$ cat config.mk
export PLATFORM = sky130hd
export DESIGN_NAME = radix_string_to_int_parser
export DESIGN_NICKNAME = d
export VERILOG_FILES = /design/src/rtl/rsip_pkg.sv /design/src/rtl/rsip_csr.sv /design/src/rtl/rsip_core.sv /design/src/rtl/rsip_out_reg.sv /design/src/rtl/radix_string_to_int_parser.sv
export SDC_FILE = /design/constraint.sdc
export NUM_CORES = 1
export LEC_CHECK = 0
export ABC_AREA = 1
export BUFFER_PORTS_ARGS = -buffer_cell sky130_fd_sc_hd__buf_2
export CORE_MARGIN = 2
export CORE_UTILIZATION = 55
export DETAILED_ROUTE_END_ITERATION = 16
export HOLD_SLACK_MARGIN = 0.03
export PLACE_DENSITY = 0.75
export REMOVE_ABC_BUFFERS = 1
export SETUP_SLACK_MARGIN = 0.2
export SLEW_MARGIN = 20
export SYNTH_ARGS = -nofsm -noshare
export SYNTH_HDL_FRONTEND = slang
export SYNTH_SLANG_ARGS = --single-unit
export TNS_END_PERCENT = 50
$ cat constraint.sdc
create_clock -name clock -period 9.64 [get_ports clock]
set_clock_uncertainty 0.15 [all_clocks]
set_input_delay 1.446 -clock clock [delete_from_list [all_inputs] [get_ports clock]]
set_output_delay 1.446 -clock clock [all_outputs]
set_load 0.05 [all_outputs]
$ cat src/rtl/rsip_pkg.sv
package rsip_pkg;

   // Value and accumulator widths
   localparam int VALUE_WIDTH  = 32;
   localparam int MAG_WIDTH    = VALUE_WIDTH - 1;
   localparam int RADIX_WIDTH  = 6;
   localparam int CHAR_WIDTH   = 8;
   localparam int DIGIT_WIDTH  = 6;
   localparam int STATUS_WIDTH = 2;

   // Register port
   localparam int CSR_DATA_WIDTH = 32;
   localparam int CSR_ADDR_WIDTH = 3;
   localparam int CSR_IDX_WIDTH  = CSR_ADDR_WIDTH - 2;
   localparam logic [CSR_IDX_WIDTH-1:0] CSR_IDX_RADIX = '0;

   localparam logic [RADIX_WIDTH-1:0] RADIX_RESET = RADIX_WIDTH'(10);
   localparam logic [RADIX_WIDTH-1:0] RADIX_MIN   = RADIX_WIDTH'(2);
   localparam logic [RADIX_WIDTH-1:0] RADIX_MAX   = RADIX_WIDTH'(36);

   localparam logic [DIGIT_WIDTH-1:0] DIGIT_NONE  = DIGIT_WIDTH'(36);
   localparam logic [DIGIT_WIDTH-1:0] DIGIT_ALPHA = DIGIT_WIDTH'(10);

   localparam logic [MAG_WIDTH-1:0] MAG_MAX = '1;

   // Result status codes
   localparam logic [STATUS_WIDTH-1:0] ST_OK      = 2'd0;
   localparam logic [STATUS_WIDTH-1:0] ST_BASE    = 2'd1;
   localparam logic [STATUS_WIDTH-1:0] ST_OVER    = 2'd2;
   localparam logic [STATUS_WIDTH-1:0] ST_INVALID = 2'd3;

   // Character codes
   localparam logic [CHAR_WIDTH-1:0] CH_TAB    = 8'h09;
   localparam logic [CHAR_WIDTH-1:0] CH_CR     = 8'h0D;
   localparam logic [CHAR_WIDTH-1:0] CH_SPACE  = 8'h20;
   localparam logic [CHAR_WIDTH-1:0] CH_PLUS   = 8'h2B;
   localparam logic [CHAR_WIDTH-1:0] CH_MINUS  = 8'h2D;
   localparam logic [CHAR_WIDTH-1:0] CH_DIG_0  = 8'h30;
   localparam logic [CHAR_WIDTH-1:0] CH_DIG_9  = 8'h39;
   localparam logic [CHAR_WIDTH-1:0] CH_UPPER_A = 8'h41;
   localparam logic [CHAR_WIDTH-1:0] CH_UPPER_Z = 8'h5A;
   localparam logic [CHAR_WIDTH-1:0] CH_LOWER_A = 8'h61;
   localparam logic [CHAR_WIDTH-1:0] CH_LOWER_Z = 8'h7A;

   typedef struct packed {
      logic [CHAR_WIDTH-1:0] char_code;
      logic                  last_char;
   } req_type;

   typedef struct packed {
      logic signed [VALUE_WIDTH-1:0] value;
      logic [STATUS_WIDTH-1:0]       status;
   } rsp_type;

   // Digit value of a character; DIGIT_NONE for anything not 0-9, a-z, A-Z
   function automatic logic [DIGIT_WIDTH-1:0] digit_of(input logic [CHAR_WIDTH-1:0] c);
      logic [CHAR_WIDTH-1:0] d;
      begin
         d = {CHAR_WIDTH{1'b0}};
         if (c >= CH_DIG_0 && c <= CH_DIG_9) begin
            d = c - CH_DIG_0;
         end else if (c >= CH_LOWER_A && c <= CH_LOWER_Z) begin
            d = c - CH_LOWER_A + CHAR_WIDTH'(DIGIT_ALPHA);
         end else if (c >= CH_UPPER_A && c <= CH_UPPER_Z) begin
            d = c - CH_UPPER_A + CHAR_WIDTH'(DIGIT_ALPHA);
         end else begin
            d = CHAR_WIDTH'(DIGIT_NONE);
         end
         return d[DIGIT_WIDTH-1:0];
      end
   endfunction

endpackage

$ cat src/rtl/rsip_csr.sv
module rsip_csr
   import rsip_pkg::*;
(
   input  logic                      clock,
   input  logic                      reset,
   input  logic                      psel,
   input  logic                      penable,
   input  logic                      pwrite,
   input  logic [CSR_ADDR_WIDTH-1:0] paddr,
   input  logic [CSR_DATA_WIDTH-1:0] pwdata,
   output logic [CSR_DATA_WIDTH-1:0] prdata,
   output logic                      pready,
   output logic [RADIX_WIDTH-1:0]    radix
);

   logic [RADIX_WIDTH-1:0]   radix_ff;
   logic [CSR_IDX_WIDTH-1:0] reg_idx;
   logic                     wr_en;

   assign reg_idx = paddr[CSR_ADDR_WIDTH-1:2];
   assign wr_en   = psel && penable && pwrite && pready;
   assign pready  = 1'b1;
   assign radix   = radix_ff;

   always_ff @(posedge clock) begin
      if (reset) begin
         radix_ff <= RADIX_RESET;
      end else if (wr_en && reg_idx == CSR_IDX_RADIX) begin
         radix_ff <= pwdata[RADIX_WIDTH-1:0];
      end
   end

   always_comb begin
      unique case (reg_idx)
         CSR_IDX_RADIX: prdata = CSR_DATA_WIDTH'(radix_ff);
         default:       prdata = '0;
      endcase
   end

endmodule

$ cat src/rtl/rsip_core.sv
module rsip_core
   import rsip_pkg::*;
(
   input  logic                   clock,
   input  logic                   reset,
   input  logic [RADIX_WIDTH-1:0] radix,
   input  logic                   req_valid,
   output logic                   req_ready,
   input  req_type                req_data,
   output logic                   res_valid,
   output rsp_type                res_data,
   input  logic                   res_free
);

   localparam int PROD_WIDTH = MAG_WIDTH + RADIX_WIDTH;
   localparam int ACC_WIDTH  = PROD_WIDTH + 1;

   localparam logic PH_SPACE  = 1'b0;
   localparam logic PH_DIGITS = 1'b1;

   // Input register
   logic    s1_valid_ff;
   req_type s1_data_ff;
   logic    s1_fire;
   logic    s1_last;

   // String state
   logic                    phase_ff, phase_in;
   logic                    neg_ff, neg_in;
   logic [MAG_WIDTH-1:0]    mag_ff, mag_in;
   logic [STATUS_WIDTH-1:0] err_ff, err_in;

   logic [CHAR_WIDTH-1:0]  ch;
   logic [DIGIT_WIDTH-1:0] digit;
   logic                   base_bad;
   logic                   is_space;
   logic                   is_sign;
   logic [PROD_WIDTH-1:0]  prod;
   logic [ACC_WIDTH-1:0]   acc;
   logic                   over;
   logic [VALUE_WIDTH-1:0] mag_ext;

   assign s1_last   = s1_data_ff.last_char;
   assign s1_fire   = s1_valid_ff && (!s1_last || res_free);
   assign req_ready = !s1_valid_ff || s1_fire;

   always_ff @(posedge clock) begin
      if (reset) begin
         s1_valid_ff <= 1'b0;
      end else if (req_ready) begin
         s1_valid_ff <= req_valid;
      end
   end

   always_ff @(posedge clock) begin
      if (req_valid && req_ready) begin
         s1_data_ff <= req_data;
      end
   end

   assign ch       = s1_data_ff.char_code;
   assign digit    = digit_of(ch);
   assign base_bad = (radix < RADIX_MIN) || (radix > RADIX_MAX);
   assign is_space = (ch == CH_SPACE) || (ch >= CH_TAB && ch <= CH_CR);
   assign is_sign  = (ch == CH_MINUS) || (ch == CH_PLUS);

   // One multiply-add; overflow when the new magnitude would pass MAG_MAX
   assign prod = PROD_WIDTH'(mag_ff) * PROD_WIDTH'(radix);
   assign acc  = {1'b0, prod} + ACC_WIDTH'(digit);
   assign over = acc > ACC_WIDTH'(MAG_MAX);

   always_comb begin
      phase_in = phase_ff;
      neg_in   = neg_ff;
      mag_in   = mag_ff;
      err_in   = err_ff;
      if (err_ff == ST_OK) begin
         if (base_bad) begin
            err_in = ST_BASE;
         end else if (phase_ff == PH_SPACE && is_space) begin
            phase_in = PH_SPACE;
         end else if (phase_ff == PH_SPACE && is_sign) begin
            neg_in   = (ch == CH_MINUS);
            phase_in = PH_DIGITS;
         end else begin
            phase_in = PH_DIGITS;
            if (digit >= radix) begin
               err_in = ST_INVALID;
            end else if (over) begin
               err_in = ST_OVER;
            end else begin
               mag_in = acc[MAG_WIDTH-1:0];
            end
         end
      end
   end

   assign mag_ext = {1'b0, mag_in};

   always_comb begin
      res_data.status = err_in;
      if (err_in != ST_OK) begin
         res_data.value = '0;
      end else if (neg_in) begin
         res_data.value = $signed(VALUE_WIDTH'(0) - mag_ext);
      end else begin
         res_data.value = $signed(mag_ext);
      end
   end

   assign res_valid = s1_fire && s1_last;

   // Advance on every character; clear at the end of a string
   always_ff @(posedge clock) begin
      if (reset) begin
         phase_ff <= PH_SPACE;
         neg_ff   <= 1'b0;
         mag_ff   <= '0;
         err_ff   <= ST_OK;
      end else if (s1_fire) begin
         if (s1_last) begin
            phase_ff <= PH_SPACE;
            neg_ff   <= 1'b0;
            mag_ff   <= '0;
            err_ff   <= ST_OK;
         end else begin
            phase_ff <= phase_in;
            neg_ff   <= neg_in;
            mag_ff   <= mag_in;
            err_ff   <= err_in;
         end
      end
   end

`ifndef SYNTHESIS
   a_clear_after_string: assert property (@(posedge clock) disable iff (reset)
      (s1_fire && s1_last) |=>
         (err_ff == ST_OK && mag_ff == '0 && phase_ff == PH_SPACE && !neg_ff))
      else $error("string state not cleared after result");

   a_error_sticky: assert property (@(posedge clock) disable iff (reset)
      (err_ff != ST_OK && !(s1_fire && s1_last)) |=> (err_ff == $past(err_ff)))
      else $error("error code changed within a string");

   a_no_mag_before_digits: assert property (@(posedge clock) disable iff (reset)
      (phase_ff == PH_SPACE) |-> (mag_ff == '0 && !neg_ff))
      else $error("magnitude or sign set before digit phase");

   a_no_min_value: assert property (@(posedge clock) disable iff (reset)
      res_valid |-> (res_data.value != $signed({1'b1, {MAG_WIDTH{1'b0}}})))
      else $error("most negative value produced");
`endif

endmodule

$ cat src/rtl/rsip_out_reg.sv
module rsip_out_reg
   import rsip_pkg::*;
(
   input  logic    clock,
   input  logic    reset,
   input  logic    in_valid,
   input  rsp_type in_data,
   output logic    out_free,
   output logic    rsp_valid,
   input  logic    rsp_ready,
   output rsp_type rsp_data
);

   logic    valid_ff;
   rsp_type data_ff;

   assign out_free  = !valid_ff || rsp_ready;
   assign rsp_valid = valid_ff;
   assign rsp_data  = data_ff;

   always_ff @(posedge clock) begin
      if (reset) begin
         valid_ff <= 1'b0;
      end else if (out_free) begin
         valid_ff <= in_valid;
      end
   end

   always_ff @(posedge clock) begin
      if (in_valid && out_free) begin
         data_ff <= in_data;
      end
   end

endmodule

$ cat src/rtl/radix_string_to_int_parser.sv
// Radix string-to-integer parser. Feed a number string one ASCII character per
// request, with last_char set on its final character; the block skips leading
// whitespace, takes one optional '+' or '-', then accumulates digits 0-9 and
// letters a-z/A-Z (case ignored) in the base held in the radix register
// (byte address 0, 6 bits, reset 10, valid 2 to 36). Only the request marked
// last_char produces a response: the signed 32-bit value and a status of ok,
// bad base, overflow (magnitude above 2^31-1) or invalid character. Any
// character that is not a digit of the base after the prefix is invalid, the
// first error of a string sticks and forces the value to 0, and all string
// state clears after each response. A string of only whitespace and/or a sign
// reports 0 with status ok. Throughput is one character per clock, unless a
// last character waits for a full response register: each character passes
// an input register and one 31x6-bit multiply-add with its overflow compare
// into the string state; a last character's result lands in the response
// register. The response register decouples the two sides: further characters
// up to the next last character are still taken while a finished response
// waits for rsp_ready. Write the radix only while no string is in flight.
module radix_string_to_int_parser
   import rsip_pkg::*;
(
   input  logic                      clock,
   input  logic                      reset,
   // Character requests
   input  logic                      req_valid,
   output logic                      req_ready,
   input  req_type                   req_data,
   // Parse responses
   output logic                      rsp_valid,
   input  logic                      rsp_ready,
   output rsp_type                   rsp_data,
   // Register port
   input  logic                      psel,
   input  logic                      penable,
   input  logic                      pwrite,
   input  logic [CSR_ADDR_WIDTH-1:0] paddr,
   input  logic [CSR_DATA_WIDTH-1:0] pwdata,
   output logic [CSR_DATA_WIDTH-1:0] prdata,
   output logic                      pready
);

   logic [RADIX_WIDTH-1:0] radix;
   logic                   res_valid;
   rsp_type                res_data;
   logic                   res_free;

   // Radix register
   rsip_csr u_csr (
      .clock   (clock),
      .reset   (reset),
      .psel    (psel),
      .penable (penable),
      .pwrite  (pwrite),
      .paddr   (paddr),
      .pwdata  (pwdata),
      .prdata  (prdata),
      .pready  (pready),
      .radix   (radix)
   );

   // Input register, string state and the per-character multiply-add
   rsip_core u_core (
      .clock     (clock),
      .reset     (reset),
      .radix     (radix),
      .req_valid (req_valid),
      .req_ready (req_ready),
      .req_data  (req_data),
      .res_valid (res_valid),
      .res_data  (res_data),
      .res_free  (res_free)
   );

   // Response register; hold the result until the consumer takes it
   rsip_out_reg u_out_reg (
      .clock     (clock),
      .reset     (reset),
      .in_valid  (res_valid),
      .in_data   (res_data),
      .out_free  (res_free),
      .rsp_valid (rsp_valid),
      .rsp_ready (rsp_ready),
      .rsp_data  (rsp_data)
   );

endmodule

==> impl_metrics.csv <==
group,metric,value,unit
sta,setup_viol,0,
sta,max_slew.worst_pin.slew,0.6917,ns
grt,grt-ovfl-total,0,
floorplanning,die_h,157.9,um
sta,min_period,7.442,ns
place,gp_congestion,0.9591,
grt,antenna_found_initial,0,
clock_network,clockRootBuffer,"clkbuf_16",
outcome,outcome,"complete, no violations",
place,io_buffer_count,64,
grt,grt_max_degree,52,
critical_path,critical_path_class,"reg -> reg",
routing,drc,0,
sta,rsz0062_at_grt,"false",
sta,fin_crit_sh,0.7720,
layout,drive_gt1_frac,0.08020,
power_and_ir_drop,leakagePower,8.314,nW
critical_path,cp-end-kind,"flip-flop",
layout,nets,2236,
sta,hold_viol_final,0,
sta,final_critical_path_setup_slack,2.198,ns
layout,final_common_cell,"nand2_1",
hold_path,hp-class,"reg -> reg",
place,dp_hpwl,26590,um
layout,final-seq-area,2153,sq um
sta,slew_headroom,0.5340,
critical_path,cp.required,9.60,ns
clock_network,cts_hold_buf,0,
yosys,synthCells,1955,
layout,multi_input_area,8728,sq um
grt,grt_first_pass_wirelength,54470,um
power_and_ir_drop,p_per_area,95.10,nW/um^2
clock_network,clk_pin_slew,0.07,ns
routing,routed_wl,32730,um
sta,hold_ws,0.3313,ns
yosys,synth-seq-cells,86,
sta,fmax,0.1344,GHz
layout,area_growth_syn_to_layout,4.964,%
routing,drt-pass1-iter-count,6,
clock_network,cts_buffer_depth,2,
yosys,yosysWarnings,0,
layout,n_antenna_cell,0,
critical_path,critPathArrivalTime,7.41,ns
sta,slew_viol_final,0,
yosys,yosysSeqAreaShare,0.1651,
clock_network,worst_skew_pair.late_latency,0.35,ns
power_and_ir_drop,power.total,1.301,mW
yosys,syn_avg_cell_area,6.666,sq um
routing,via_per_inst,5.116,
yosys,synthFlopType,"edfxtp_1",
job,drv_cap,0,
clock_network,cts_tree,"built",
critical_path,critPathLaunchType,"flip-flop",
floorplanning,core-area,23330,sq um
clock_network,cts_buffers,9,
routing,vias,11710,
clock_network,ctsResizeCount,0,
yosys,asyncSetResetFlopFracSynth,0,
floorplanning,die-area,24940,sq um
power_and_ir_drop,ir_drop,88.17,uV
yosys,syn_area,13030,sq um
routing,drtIter0Drc,890,
routing,route.detailed.wl_per_inst,14.30,um
place,detailedPlace.worstSlack,2.190,ns
layout,mostFrequentLayoutCells,"612 x nand2_1, 432 x inv_1, 120 x fa_1, 116 x nor2_1, 100 x ha_1",
clock_network,numClockSinks,86,
grt,grt_pass1_vias,11230,
yosys,synth_edf_count,43,
floorplanning,io_pins,120,
sta,tns,0,ns
critical_path,cp_common_cell,"nand2_1",
critical_path,slowest_stage,"dfxtp_1",
yosys,synth_cell_types,49,
critical_path,max_stage_delay,0.77,ns
clock_network,post-cts-setup-buffer-count,0,
floorplanning,die_x,157.9,um
routing,postRouteAntennaNets,0,
layout,fill_cells,2273,
critical_path,path_max_fanout,51,
clock_network,ctsHtreeMaxLevel,3,
floorplanning,start_util,0.5586,
floorplanning,num_rows,56,
grt,grt_usage,0.2753,
kinds of logic after synthesis:
| kind of cell | Yosys count | share of synthesized area |
|---|---|---|
| simple gates | 895 | 0.2881 |
| buf+inv | 548 | 0.1727 |
| fa+ha+maj | 220 | 0.2803 |
| compound gates | 174 | 0.07297 |
| flops | 86 | 0.1651 |
| xor+xnor | 30 | 0.02016 |
| other cells | 2 | 0.0005763 |
where the power goes:
group	internal, mW	switching [mW]
clock network	0.209	0.155
registers	0.401	0.0214
logic	0.140	0.374
total	0.750	0.550
final timing paths:
path | start | endpoint | slack (ns) | depth (start not counted)
worst max-delay path | u_csr.radix[4]$_SDFFE_PP0P_ | u_out_reg.rsp_data[30]$_SDFFCE_PP0P_ | 2.20 | 33
worst min-delay path | u_core.neg_ff$_SDFFE_PP0P_ | u_core.neg_ff$_SDFFE_PP0P_ | 0.33 | 2
worst max register to register | u_csr.radix[4]$_SDFFE_PP0P_ | u_out_reg.rsp_data[30]$_SDFFCE_PP0P_ | 2.20 | 33
worst min register to register | u_core.neg_ff$_SDFFE_PP0P_ | u_core.neg_ff$_SDFFE_PP0P_ | 0.33 | 2
registers in the layout, summed over array words and instances (netlist names):
| signal | flops |
|---|---|
| u_core.s1_last | 1 |
| u_core.err_ff | 2 |
| u_core.s1_valid_ff | 1 |
| u_core.phase_ff | 1 |
| u_core.ch | 8 |
| u_core.neg_ff | 1 |
| u_out_reg.rsp_valid | 1 |
| u_out_reg.rsp_data | 34 |
| u_core.mag_ff | 31 |
| u_csr.radix | 6 |
layout make-up:
type / count / share of cell area
multi-input combinational: 1346 / 0.6381
sequential: 86 / 0.1574
timing repair buffer: 77 / 0.03055
tap: 319 / 0.02918
clock buffer: 10 / 0.01747
clock inverter: 6 / 0.004848
inverter: 445 / 0.1225
layer usage:
layer	vias up	GRT usage	wire length, um
li1	5834	-	-
met1	5461	0.3796	14620
met2	370	0.4509	15130
met3	45	0.03832	2329
met4	0	0.08194	644
met5	-	0	0
cells in the mapped netlist, types with 2 or more instances:
master / count / share of area
nor4_1: 3 / 0.0014
edfxtp_1: 43 / 0.099
clkbuf_1: 45 / 0.013
nor2_2: 15 / 0.0072
o211ai_1: 3 / 0.0017
nand4_1: 30 / 0.014
buf_6: 5 / 0.0043
inv_2: 11 / 0.0032
nand3_1: 64 / 0.025
nand2_1: 613 / 0.18
xor2_1: 10 / 0.0067
nand2_2: 15 / 0.0072
fa_1: 120 / 0.18
nor2_1: 117 / 0.034
nor3_1: 18 / 0.0069
inv_1: 432 / 0.12
nand3_2: 4 / 0.0031
ha_1: 100 / 0.096
o21ai_2: 6 / 0.0040
and3_1: 2 / 0.00096
conb_1: 2 / 0.00058
nor3_2: 3 / 0.0023
buf_2: 6 / 0.0023
o21ai_1: 16 / 0.0061
a31oi_1: 4 / 0.0019
clkbuf_2: 10 / 0.0038
buf_4: 35 / 0.020
buf_1: 2 / 0.00058
nand3b_1: 3 / 0.0017
dfxtp_1: 43 / 0.066
o21bai_1: 4 / 0.0023
xnor2_1: 20 / 0.013
nor2_4: 3 / 0.0026
o21ai_0: 42 / 0.016
a21oi_1: 89 / 0.034
o22ai_1: 3 / 0.0014
and2_1: 2 / 0.00096
worst max-delay path: cells and delay by family, from the launching register on:
family / cells / cell delay (ns)
simple gates: 21 / 2.29
flops: 1 / 0.77
fa+ha+maj: 6 / 2.52
compound gates: 1 / 0.47
buf+inv: 5 / 0.92
metrics by stage:
| stage | cell area [sq um] | utilization | std cells |
|---|---|---|---|
| 2_1_floorplan | 12550 | - | 1877 |
| 6_report | 13680 | 0.5863 | 2289 |
| 4_1_cts | 13680 | 0.5861 | 2289 |
| 3_3_place_gp | 13370 | 0.5730 | 2273 |
| 5_1_grt | 13680 | 0.5863 | 2289 |
| 3_5_place_dp | 13370 | 0.5730 | 2273 |
No activity file was read; power rests on OpenSTA's default activity.
